[config.mk]
export PLATFORM = sky130hd
export DESIGN_NAME = quorum_vote_tally_top
export DESIGN_NICKNAME = d
export VERILOG_FILES = /design/src/design/qvt_pkg.sv /design/src/design/qvt_lane.sv /design/src/design/quorum_vote_tally_top.sv
export SDC_FILE = /design/constraint.sdc
export NUM_CORES = 1
export LEC_CHECK = 0
export BUFFER_PORTS_ARGS = -buffer_cell sky130_fd_sc_hd__buf_4
export CAP_MARGIN = 30
export CORE_MARGIN = 1
export CORE_UTILIZATION = 50
export CTS_CLUSTER_DIAMETER = 150
export DETAILED_ROUTE_END_ITERATION = 8
export PLACE_DENSITY = 0.78
export SLEW_MARGIN = 40
export SYNTH_ARGS = -nofsm -noshare
export SYNTH_HDL_FRONTEND = slang
export SYNTH_SLANG_ARGS = --single-unit
[constraint.sdc]
create_clock -name clk -period 4.8 [get_ports clk]
set_input_delay 0.96 -clock clk [delete_from_list [all_inputs] [get_ports clk]]
set_output_delay 0.96 -clock clk [all_outputs]
set_load 0.01 [all_outputs]
[src/design/qvt_pkg.sv]
// Shared types, codes and defaults for the quorum vote tally block.
package qvt_pkg;

    // Field widths fixed by the beat format.
    localparam int unsigned CNT_W  = 4;
    localparam int unsigned POS_W  = 4;
    localparam int unsigned CFG_W  = 4;
    localparam int unsigned CIDX_W = 2;

    // Defaults for the top-level parameters and the register reset values.
    localparam int unsigned SUBQUORUM_SIZE_DEFAULT = 10;
    localparam int unsigned NUM_SUBQUORUMS_DEFAULT = 2;
    localparam int unsigned ACTIVE_SIZE_RESET      = 10;
    localparam int unsigned MIN_VOTES_RESET        = 7;

    // Command codes carried in the input tuser.
    localparam logic CMD_CLEAR = 1'b0;
    localparam logic CMD_VOTE  = 1'b1;

    // Configuration register indexes.
    localparam logic [CIDX_W-1:0] REG_ACTIVE_FIRST  = 2'd0;
    localparam logic [CIDX_W-1:0] REG_ACTIVE_SECOND = 2'd1;
    localparam logic [CIDX_W-1:0] REG_MIN_VOTES     = 2'd2;

    typedef enum logic [1:0] {
        ST_NONE     = 2'd0,
        ST_APPROVED = 2'd1,
        ST_REJECTED = 2'd2
    } slot_state_t;

    // Command from the decoder to one subquorum lane.
    typedef struct packed {
        logic             clear;
        logic             vote;
        logic [POS_W-1:0] pos;
        logic             approve;
    } lane_cmd_t;

    // Status from a lane: whether the vote landed, and the counts after this beat.
    typedef struct packed {
        logic             recorded;
        logic [CNT_W-1:0] approve_cnt;
        logic [CNT_W-1:0] reject_cnt;
    } lane_stat_t;

endpackage

[src/design/qvt_lane.sv]
// One subquorum: its voter slots and its running approve and reject counters.
module qvt_lane #(
    parameter int unsigned SUBQUORUM_SIZE = qvt_pkg::SUBQUORUM_SIZE_DEFAULT,
    parameter int unsigned RESET_ACT      = qvt_pkg::SUBQUORUM_SIZE_DEFAULT
) (
    input  logic                     clk,
    input  logic                     rst_n,
    input  qvt_pkg::lane_cmd_t       cmd,
    input  logic [qvt_pkg::CNT_W-1:0] act_size,
    output qvt_pkg::lane_stat_t      stat
);

    localparam int unsigned SLOT_IDX_W = (SUBQUORUM_SIZE > 1) ? $clog2(SUBQUORUM_SIZE) : 1;

    qvt_pkg::slot_state_t slot_reg [SUBQUORUM_SIZE];
    logic [qvt_pkg::CNT_W-1:0] approve_cnt_reg;
    logic [qvt_pkg::CNT_W-1:0] approve_cnt_next;
    logic [qvt_pkg::CNT_W-1:0] reject_cnt_reg;
    logic [qvt_pkg::CNT_W-1:0] reject_cnt_next;
    logic [SLOT_IDX_W-1:0]     slot_idx;
    logic                      hit;

    // The decoder only raises vote for a position inside the subquorum.
    assign slot_idx = cmd.pos[SLOT_IDX_W-1:0];
    assign hit      = cmd.vote && (slot_reg[slot_idx] == qvt_pkg::ST_NONE);

    always_comb
    begin
        approve_cnt_next = approve_cnt_reg;
        reject_cnt_next  = reject_cnt_reg;
        if (cmd.clear)
        begin
            approve_cnt_next = '0;
            reject_cnt_next  = qvt_pkg::CNT_W'(SUBQUORUM_SIZE) - act_size;
        end
        else if (hit)
        begin
            if (cmd.approve)
            begin
                approve_cnt_next = approve_cnt_reg + 1'b1;
            end
            else
            begin
                reject_cnt_next = reject_cnt_reg + 1'b1;
            end
        end
    end

    always_ff @(posedge clk or negedge rst_n)
    begin
        if (!rst_n)
        begin
            for (int i = 0; i < int'(SUBQUORUM_SIZE); i++)
            begin
                slot_reg[i] <= (i >= int'(RESET_ACT)) ? qvt_pkg::ST_REJECTED
                                                      : qvt_pkg::ST_NONE;
            end
            approve_cnt_reg <= '0;
            reject_cnt_reg  <= qvt_pkg::CNT_W'(SUBQUORUM_SIZE - RESET_ACT);
        end
        else
        begin
            if (cmd.clear)
            begin
                for (int i = 0; i < int'(SUBQUORUM_SIZE); i++)
                begin
                    slot_reg[i] <= (i >= int'(act_size)) ? qvt_pkg::ST_REJECTED
                                                         : qvt_pkg::ST_NONE;
                end
            end
            else if (hit)
            begin
                slot_reg[slot_idx] <= cmd.approve ? qvt_pkg::ST_APPROVED
                                                  : qvt_pkg::ST_REJECTED;
            end
            approve_cnt_reg <= approve_cnt_next;
            reject_cnt_reg  <= reject_cnt_next;
        end
    end

    assign stat.recorded    = hit && !cmd.clear;
    assign stat.approve_cnt = approve_cnt_next;
    assign stat.reject_cnt  = reject_cnt_next;

    // A recorded vote raises exactly one of the two counters by one.
    a_one_count_step: assert property (@(posedge clk) disable iff (!rst_n)
        stat.recorded |=> (5'(approve_cnt_reg) + 5'(reject_cnt_reg)
                           == 5'($past(approve_cnt_reg)) + 5'($past(reject_cnt_reg)) + 5'd1))
        else $error("recorded vote did not advance the counters by one");

    // A clear leaves the counters at zero approvals and the pre-rejected slots.
    a_clear_counts: assert property (@(posedge clk) disable iff (!rst_n)
        cmd.clear |=> (approve_cnt_reg == '0)
                      && (reject_cnt_reg == qvt_pkg::CNT_W'(SUBQUORUM_SIZE) - $past(act_size)))
        else $error("counters wrong after clear");

endmodule

[src/design/quorum_vote_tally_top.sv]
// Top level of the quorum vote tally: beat decode, subquorum lanes and result register.
//
// Each input beat is either a clear, which starts a new tally, or a vote into one slot of
// one subquorum. The block takes at most one beat per clock cycle and returns exactly one
// registered result beat for it: the slot lookup, the counter update and both tally flags
// are settled in a single pass from the per-subquorum slot registers and counters into
// the result register. The result register frees itself in the cycle it is taken, so a
// downstream sink that is always ready sees a steady rate of one result per cycle. Active
// sizes take effect at the next clear; the minimum vote count acts at once.
module quorum_vote_tally_top #(
    parameter int unsigned SUBQUORUM_SIZE = qvt_pkg::SUBQUORUM_SIZE_DEFAULT,
    parameter int unsigned NUM_SUBQUORUMS = qvt_pkg::NUM_SUBQUORUMS_DEFAULT
) (
    input  logic                       clk,
    input  logic                       rst_n,
    input  logic                       s_tvalid,
    output logic                       s_tready,
    input  logic [7:0]                 s_tdata,   // slot_position[3:0], vote_approve[4], zero
    input  logic [1:0]                 s_tuser,   // command[0], subquorum[1]
    output logic                       m_tvalid,
    input  logic                       m_tready,
    output logic [7:0]                 m_tdata,   // recorded, arg_error, tally_approved,
                                                  // tally_rejected, then zero
    input  logic                       cfg_we,
    input  logic [qvt_pkg::CIDX_W-1:0] cfg_index,
    input  logic [qvt_pkg::CFG_W-1:0]  cfg_data
);

    localparam int unsigned RESET_ACT = (qvt_pkg::ACTIVE_SIZE_RESET > SUBQUORUM_SIZE)
                                        ? SUBQUORUM_SIZE : qvt_pkg::ACTIVE_SIZE_RESET;
    localparam int unsigned CNT_W = qvt_pkg::CNT_W;

    logic [CNT_W-1:0] act_first_reg;
    logic [CNT_W-1:0] act_second_reg;
    logic [CNT_W-1:0] min_votes_reg;
    logic [CNT_W-1:0] act_first_sat;
    logic [CNT_W-1:0] act_second_sat;

    logic                      accept;
    logic                      cmd_in;
    logic                      subq_in;
    logic [qvt_pkg::POS_W-1:0] pos_in;
    logic                      approve_in;
    logic                      in_range;
    logic                      arg_error;
    logic                      recorded;
    logic                      tally_approved;
    logic                      tally_rejected;

    qvt_pkg::lane_cmd_t  lane_cmd  [NUM_SUBQUORUMS];
    qvt_pkg::lane_stat_t lane_stat [NUM_SUBQUORUMS];

    logic       out_valid_reg;
    logic [3:0] out_data_reg;

    // Configuration registers.
    always_ff @(posedge clk or negedge rst_n)
    begin
        if (!rst_n)
        begin
            act_first_reg  <= CNT_W'(qvt_pkg::ACTIVE_SIZE_RESET);
            act_second_reg <= CNT_W'(qvt_pkg::ACTIVE_SIZE_RESET);
            min_votes_reg  <= CNT_W'(qvt_pkg::MIN_VOTES_RESET);
        end
        else if (cfg_we)
        begin
            unique case (cfg_index)
                qvt_pkg::REG_ACTIVE_FIRST:  act_first_reg  <= cfg_data;
                qvt_pkg::REG_ACTIVE_SECOND: act_second_reg <= cfg_data;
                qvt_pkg::REG_MIN_VOTES:     min_votes_reg  <= cfg_data;
                default:                    ;
            endcase
        end
    end

    assign act_first_sat  = (int'(act_first_reg) > int'(SUBQUORUM_SIZE))
                            ? CNT_W'(SUBQUORUM_SIZE) : act_first_reg;
    assign act_second_sat = (int'(act_second_reg) > int'(SUBQUORUM_SIZE))
                            ? CNT_W'(SUBQUORUM_SIZE) : act_second_reg;

    // Beat decode.
    assign s_tready   = !out_valid_reg || m_tready;
    assign accept     = s_tvalid && s_tready;
    assign cmd_in     = s_tuser[0];
    assign subq_in    = s_tuser[1];
    assign pos_in     = s_tdata[3:0];
    assign approve_in = s_tdata[4];
    assign in_range   = (int'(subq_in) < int'(NUM_SUBQUORUMS))
                        && (int'(pos_in) < int'(SUBQUORUM_SIZE));
    assign arg_error  = (cmd_in == qvt_pkg::CMD_VOTE) && !in_range;

    for (genvar q = 0; q < int'(NUM_SUBQUORUMS); q++)
    begin : g_lane
        always_comb
        begin
            lane_cmd[q].clear   = accept && (cmd_in == qvt_pkg::CMD_CLEAR);
            lane_cmd[q].vote    = accept && (cmd_in == qvt_pkg::CMD_VOTE) && in_range
                                  && (int'(subq_in) == q);
            lane_cmd[q].pos     = pos_in;
            lane_cmd[q].approve = approve_in;
        end

        qvt_lane #(
            .SUBQUORUM_SIZE (SUBQUORUM_SIZE),
            .RESET_ACT      (RESET_ACT)
        ) u_lane (
            .clk      (clk),
            .rst_n    (rst_n),
            .cmd      (lane_cmd[q]),
            .act_size ((q == 0) ? act_first_sat : act_second_sat),
            .stat     (lane_stat[q])
        );
    end

    // Tally flags from the counts as they stand after this beat.
    always_comb
    begin
        recorded       = 1'b0;
        tally_approved = 1'b1;
        tally_rejected = 1'b0;
        for (int q = 0; q < int'(NUM_SUBQUORUMS); q++)
        begin
            recorded = recorded | lane_stat[q].recorded;
            if (lane_stat[q].approve_cnt < min_votes_reg)
            begin
                tally_approved = 1'b0;
            end
            if ((5'(lane_stat[q].reject_cnt) + 5'(min_votes_reg)) > 5'(SUBQUORUM_SIZE))
            begin
                tally_rejected = 1'b1;
            end
        end
    end

    // Result register.
    always_ff @(posedge clk or negedge rst_n)
    begin
        if (!rst_n)
        begin
            out_valid_reg <= 1'b0;
        end
        else if (accept)
        begin
            out_valid_reg <= 1'b1;
        end
        else if (m_tready)
        begin
            out_valid_reg <= 1'b0;
        end
    end

    always_ff @(posedge clk)
    begin
        if (accept)
        begin
            out_data_reg <= {tally_rejected, tally_approved, arg_error, recorded};
        end
    end

    assign m_tvalid = out_valid_reg;
    assign m_tdata  = {4'b0000, out_data_reg};

    // A beat accepted now always has its result waiting in the next cycle.
    a_result_follows: assert property (@(posedge clk) disable iff (!rst_n)
        accept |=> m_tvalid)
        else $error("accepted beat produced no result");

    // A vote is never both stored and flagged out of range.
    a_no_rec_and_err: assert property (@(posedge clk) disable iff (!rst_n)
        m_tvalid |-> !(m_tdata[0] && m_tdata[1]))
        else $error("result both recorded and in error");

    // A clear neither records nor reports an error.
    a_clear_quiet: assert property (@(posedge clk) disable iff (!rst_n)
        (accept && (cmd_in == qvt_pkg::CMD_CLEAR)) |=> (!m_tdata[0] && !m_tdata[1]))
        else $error("clear reported a vote outcome");

endmodule
==> run metrics, run 1 <==
outcome finished, final reports clean; Async SR Flop Fraction 0.945; antenna violations before repair 0; Routed WL 8880 um; fmax 248 MHz; Yosys warnings 0; slowest cell delay on critical path 0.49 ns; worst rel slew slack 0.524; Vert. Die Dim 91.8 um; CTS sink count 73; row count 32; Leak 2.02 nW; Synth area leaders dfrtp_1 (38%), ha_1 (7.1%), a21oi_1 (7.1%); final setup vio count 0; Crit path max-delay family simple AND/OR/NAND/NOR gates; maximum VDD drop 0.000256 V; wire per inst 16.4 um; vias in the first global route 3207; layout cells sized above 1 0.174; CTS Root Buffer Type clkbuf_8; top-area cell type share of the netlist area 0.385; CP endpoint kind register; # H-tree levels 3; first-pass GRT wire length 14900 um; Final min period 4.03 ns; vias per cell 5.81; largest net degree at the start of global routing 41; Critical Path Fanout Max 17; post-DP HPWL 6490 um; Placer Congestion 0.852; Power Density 386 mW/mm^2; post-synthesis sequential area ratio 0.460; Slew Viols, Final 0; DRC viols 0; io pins 31; number of synthesized flops with an enable pin 4; Final TNS setup 0 ns; Post-Syn Area per Cell 9.76 um^2; buffer and inverter count on the worst path 1; Yosys cell types 52; Final WS setup 0.768 ns; critical path required time 4.89 ns; flip-flop count of the largest register after layout 40; All-Layer GR Usage 0.229; CTS Buffer Depth 2; end-of-flow core utilization 0.579; n_diodes 0; Crit Path Category input pin to register; register bit total from synthesis 73; Arrival @ worst endpoint 4.13 ns; clk_lat worst skew 0.36 ns; nets@finish 479; ANT nets after route 0; DP Area 0.00429 mm^2; die area 0.00843 mm^2; CTS tree built; worst-margin pin slew 0.703 ns; Final period util 0.840; Resize count post-CTS 0; final instance area 0.00450 mm^2; TritonCTS Buffers 9; area leader, netlist dfrtp_1; Primary FF master, synth dfrtp_1; clock edge transition at the registers on the reported setup and hold paths 0.08 ns; Worst setup SP type input pin; initial core utilization 0.519; grt total ovfl 0; Cells after Synth 413; clock skew 0.00983 ns; Die W 91.8 um; via count 3138; Iteration-0 DRC Markers 228; input/output buffers 23; Synth Cell Area 0.00403 mm^2; core area 0.00777 mm^2; Slowest cell on crit path nor3_2; post-CTS setup buffer count 0; Post-CTS Hold Buffers 0; Final Hold Viols 0; worst min path class register to register; RSZ-0062 raised after global routing no; pre-CTS WS 0.427 ns; DR pass1 iterations 4; worst path cell trace buf_4 > o21ai_0 > and4_1 > o311ai_1 > nor3_2 > mux2i_1 > nor2_1 > or2_2 > ha_1 > a21o_1 > a21oi_1 > xnor2_1 > a22oi_1 > nand4_1; Area Growth Syn to Fin 11.5%; max-cap violation count 0
-- routing by layer --
| metal | track usage | vias to the layer above | wire length [um] |
|---|---|---|---|
| met2 | 0.392 | 98 | 4420 |
| met3 | 0.0448 | 19 | 462 |
| met4 | 0.104 | 0 | 193 |
| met5 | 0 | - | 0 |
| li1 | - | 1502 | - |
| met1 | 0.279 | 1519 | 3800 |
-- final timing paths --
path | start | to | slack, ns | depth (start not counted)
setup / recovery | s_tdata[1] | out_data_reg[3]$_SDFFCE_PN1N_ | 0.77 | 14
hold / removal | g_lane[0].u_lane.slot_reg[10]$_DFFE_PN0P_ | g_lane[0].u_lane.slot_reg[10]$_DFFE_PN0P_ | 0.50 | 2
setup reg to reg | m_tvalid$_DFFE_PN0P_ | out_data_reg[3]$_SDFFCE_PN1N_ | 1.32 | 13
hold reg to reg | g_lane[0].u_lane.slot_reg[10]$_DFFE_PN0P_ | g_lane[0].u_lane.slot_reg[10]$_DFFE_PN0P_ | 0.50 | 2
max in group asynchronous | rst_n | min_votes_reg[0]$_DFFE_PN1P_ | 3.66 | 2
min in group asynchronous | rst_n | g_lane[1].u_lane.slot_reg[16]$_DFFE_PN0P_ | 0.52 | 1
-- metrics by stage --
step	total power, W	hold slack (ns)	cells
after floorplan	0.00112	0.455	416
after global placement	0.00122	0.478	523
after detailed placement	0.00125	0.482	524
after CTS	0.00174	0.504	540
after global routing	0.00184	0.539	540
final	0.00174	0.498	540
-- area by class of cell --
cell class | instances | area [um^2]
flip-flops and latches | 73 | 1860
multi-input cells | 300 | 2000
fillers | 690 | 3270
well taps | 102 | 128
inverters | 20 | 75.1
clock inverters | 7 | 78.8
repair buffers | 29 | 230
clock buffers | 9 | 124
-- power by group --
part | leakage [nW] | internal [W] | switching, W | total, W
combinational | 1.02 | 0.000204 | 0.000248 | 0.000451
sequential | 0.906 | 0.000720 | 0.0000762 | 0.000796
clock | 0.100 | 0.000244 | 0.000245 | 0.000490
total | 2.02 | 0.00117 | 0.000569 | 0.00174
-- tightest hold or removal path: stages (launching register included) --
cell and delay, ns:
dfrtp_1 0.35, a21oi_1 0.04, nor2_1 0.07
-- placed cells by master (no fill, tap or decap), drive strengths merged, types with 6 or more instances in the layout --
| cell | instances |
|---|---|
| nor3 | 13 |
| nand2 | 25 |
| ha | 23 |
| o311ai | 6 |
| clkbuf | 9 |
| dfstp | 7 |
| dfrtp | 62 |
| xnor2 | 7 |
| nor2b | 6 |
| o21ai | 22 |
| nor3b | 6 |
| buf | 29 |
| a21oi | 57 |
| nor2 | 48 |
| nand2b | 7 |
| xor2 | 9 |
| mux2 | 12 |
| inv | 22 |
-- synth_stat cells (3+ instances only) --
cell / instances
mux2i_1: 4
nor3b_1: 6
buf_4: 6
nor2_1: 47
xnor2_1: 7
dfrtp_1: 62
mux2_2: 12
nor3_1: 9
a21o_1: 4
o22ai_1: 5
nand4_1: 5
a211oi_1: 5
nand2b_1: 7
a31oi_1: 3
nand2_1: 25
o311ai_1: 3
nand3b_1: 5
dfstp_2: 7
inv_1: 20
o21ai_0: 20
nor3_4: 3
edfxtp_1: 4
ha_1: 23
a21oi_1: 57
clkbuf_1: 12
nor2b_1: 6
xor2_1: 9
buf_2: 5
-- kinds of logic (layout without fill, tap and decap cells) --
group,count (synthesis),count (layout),share of synthesized area
AND/OR/NAND/NOR,130,130,0.170
AO/OA/AOI/OAI,109,109,0.162
flip-flops,73,73,0.460
buffers and inverters,43,65,0.0472
adder cells (fa/ha/maj),25,25,0.0813
XOR/XNOR,16,16,0.0348
multiplexers,16,16,0.0435
other,1,4,0.000930
No activity file was read; power rests on OpenSTA's default activity.
==> inputs of run 2 (changes only) <==
--- a/config.mk
+++ b/config.mk
@@ -5,13 +5,14 @@
 export SDC_FILE = /design/constraint.sdc
 export NUM_CORES = 1
 export LEC_CHECK = 0
+export ABC_AREA = 1
 export BUFFER_PORTS_ARGS = -buffer_cell sky130_fd_sc_hd__buf_4
 export CAP_MARGIN = 30
 export CORE_MARGIN = 1
 export CORE_UTILIZATION = 50
 export CTS_CLUSTER_DIAMETER = 150
 export DETAILED_ROUTE_END_ITERATION = 8
-export PLACE_DENSITY = 0.78
+export PLACE_DENSITY = 0.81
 export SLEW_MARGIN = 40
 export SYNTH_ARGS = -nofsm -noshare
 export SYNTH_HDL_FRONTEND = slang
==> constraint.sdc (replaced) <==
create_clock -name clk -period 3.4 [get_ports clk]
set_input_delay 0.68 -clock clk [delete_from_list [all_inputs] [get_ports clk]]
set_output_delay 0.68 -clock clk [all_outputs]
set_load 0.01 [all_outputs]
==> run metrics, run 2 <==
Leak 2.45 nW (was 2.02 nW); Final WS setup 0.153 ns (was 0.768 ns); via count 3808 (was 3138); reg2reg start g_lane[0].u_lane.slot_reg[8]$_DFFE_PN0P_ (was m_tvalid$_DFFE_PN0P_); All-Layer GR Usage 0.249 (was 0.229); final setup vio count 0 (unchanged); post-DP HPWL 7680 um (was 6490 um); Post-Syn Area per Cell 7.78 um^2 (was 9.76 um^2); Vert. Die Dim 95.5 um (was 91.8 um); Slowest cell on crit path fa_1 (was nor3_2); max-cap violation count 0 (unchanged); Crit Path Category input pin to register (unchanged); clk_lat worst skew 0.36 ns (about the same); row count 33 (was 32); RSZ-0062 raised after global routing no (unchanged); antenna violations before repair 0 (unchanged); Routed WL 10200 um (was 8880 um); Area Growth Syn to Fin 13.8% (was 11.5%); n_diodes 0 (unchanged); leading cell type in the layout, fill and taps excluded nand2_1 (was dfrtp_1); initial core utilization 0.524 (was 0.519); buffer and inverter count on the worst path 3 (was 1); Final min period 3.25 ns; CTS sink count 73 (unchanged); clock edge transition at the registers on the reported setup and hold paths 0.08 ns (about the same); wire per inst 14.2 um (was 16.4 um); Final period util 0.955; DR pass1 iterations 5 (was 4); critical path required time 3.48 ns (was 4.89 ns); end-of-flow core utilization 0.596 (was 0.579); final hold slack 0.324 ns (was 0.498 ns); ANT nets after route 0 (unchanged); die area 0.00911 mm^2 (was 0.00843 mm^2); Primary FF master, synth dfrtp_1 (unchanged); Slew Viols, Final 0 (unchanged); Worst setup SP type input pin (unchanged); Critical Path Most Common Cell nand2_1; # fillers 733 (was 690); Cells after Synth 561 (was 413); layout cells sized above 1 0.146 (was 0.174); CTS Root Buffer Type clkbuf_8 (unchanged); CTS tree built (unchanged); Iteration-0 DRC Markers 244 (was 228); TritonCTS Buffers 9 (unchanged); grt total ovfl 0 (unchanged); area leader, netlist dfrtp_1 (unchanged); post-synthesis sequential area ratio 0.425 (was 0.460); register bit total from synthesis 73 (unchanged); most frequent cells in the layout nand2_1 (98), nor2_1 (97), inv_1 (75), dfrtp_1 (62), o21ai_0 (57) (was dfrtp_1 (62), a21oi_1 (57), nor2_1 (46), buf_4 (28), nand2_1 (25)); CTS Buffer Depth 2 (unchanged); Crit path max-delay family simple AND/OR/NAND/NOR gates (unchanged); Critical Path Fanout Max 6 (was 17); slowest cell delay on critical path 0.39 ns (was 0.49 ns); # H-tree levels 3 (unchanged); maximum VDD drop 0.000242 V (was 0.000256 V); nets@finish 656 (was 479); vias per cell 5.29 (was 5.81); worst-margin pin slew 0.636 ns (was 0.703 ns); Async SR Flop Fraction 0.945 (unchanged); Arrival @ worst endpoint 3.32 ns (was 4.13 ns); Power Density 509 mW/mm^2 (was 386 mW/mm^2); core area 0.00834 mm^2 (was 0.00777 mm^2); CP startpoint s_tdata[0] (was s_tdata[1]); pre-CTS WS -0.190 ns (was 0.427 ns); Final Hold Viols 0 (unchanged); vias in the first global route 3699 (was 3207); first-pass GRT wire length 17000 um (was 14900 um); Die W 95.5 um (was 91.8 um); input/output buffers 23 (unchanged); io pins 31 (unchanged); total chip power 0.00253 W (was 0.00174 W); number of synthesized flops with an enable pin 4 (unchanged); Post-CTS Hold Buffers 0 (unchanged); Placer Congestion 0.882 (was 0.852); Yosys cell types 36 (was 52); outcome finished, final reports clean (unchanged); fmax 308 MHz; most numerous cell in the Yosys netlist nand2_1 (was dfrtp_1); DRC viols 0 (unchanged); clock skew 0.0136 ns (was 0.00983 ns); Resize count post-CTS 0 (unchanged); worst path cell trace buf_4 > inv_2 > nand2_1 > o21bai_1 > nand3_1 > nand2_1 > nand2_1 > nor2_4 > nand2_2 > xor2_1 > o21ai_0 > ha_1 > inv_1 > fa_1 > xor2_1 > o21ai_0 > nand2_1 > nand4_1 (was buf_4 > o21ai_0 > and4_1 > o311ai_1 > nor3_2 > mux2i_1 > nor2_1 > or2_2 > ha_1 > a21o_1 > a21oi_1 > xnor2_1 > a22oi_1 > nand4_1); Yosys warnings 0 (unchanged); worst rel slew slack 0.576 (was 0.524); largest net degree at the start of global routing 70 (was 41); worst min path class input pin to async pin (was register to register); Commonest cells post-synth nand2_1 (98), nor2_1 (97), inv_1 (75) (was dfrtp_1 (62), a21oi_1 (57), nor2_1 (47)); Synth area leaders dfrtp_1 (36%), nand2_1 (8.4%), nor2_1 (8.3%) (was dfrtp_1 (38%), ha_1 (7.1%), a21oi_1 (7.1%)); top-area cell type share of the netlist area 0.355 (was 0.385); post-CTS setup buffer count 0 (unchanged); CP endpoint kind register (unchanged); Synth Cell Area 0.00437 mm^2 (was 0.00403 mm^2); flip-flop count of the largest register after layout 40 (unchanged)
run 2: cell type report:
type,count,area (um^2),area share
Inverter,78,293,0.0589
Sequential cell,73,1860,0.373
Timing Repair Buffer,44,334,0.0672
Clock buffer,16,180,0.0362
Multi-Input combinational cell,404,2180,0.438
Tap cell,105,131,0.0264
run 2: metrics by stage:
stage	TNS [ns]	cells	area, um^2
final	0	720	4970
after global routing	0	720	4970
after CTS	0	720	4970
after detailed placement	-0.190	704	4790
after global placement	-0.0574	704	4790
after floorplan	0	564	4380
run 2: kinds of logic after synthesis:
family / Yosys count / synth area share
simple gates: 243 / 0.234
xor+xnor: 12 / 0.0241
buf+inv: 87 / 0.0791
other cells: 1 / 0.000859
compound gates: 111 / 0.139
fa+ha+maj: 25 / 0.0751
flops: 73 / 0.425
mux: 9 / 0.0226
run 2: metal layers:
metal / part of all wire / vias to the layer above / track usage
met5: 0 / - / 0
met4: 0.027 / 0 / 0.128
met2: 0.46 / 130 / 0.399
met3: 0.062 / 29 / 0.0566
li1: - / 1903 / -
met1: 0.45 / 1746 / 0.313
run 2: worst paths after layout:
check | to | slack, ns | cells after the start
max in group asynchronous | g_lane[1].u_lane.approve_cnt_reg[2]$_DFF_PN0_ | 2.63 | 1
max | out_data_reg[3]$_SDFFCE_PN1N_ | 0.15 | 18
min | g_lane[0].u_lane.slot_reg[7]$_DFFE_PN0P_ | 0.32 | 1
min in group clk | g_lane[0].u_lane.approve_cnt_reg[3]$_DFF_PN0_ | 0.48 | 1
max reg2reg | out_data_reg[3]$_SDFFCE_PN1N_ | 0.26 | 17
min reg2reg | g_lane[0].u_lane.approve_cnt_reg[3]$_DFF_PN0_ | 0.48 | 1
run 2: power by group:
part | leakage (nW) | switching (W) | internal [W]
Sequential | 0.907 | 0.000106 | 0.00104
Combinational | 1.45 | 0.000446 | 0.000293
Clock | 0.0910 | 0.000316 | 0.000327
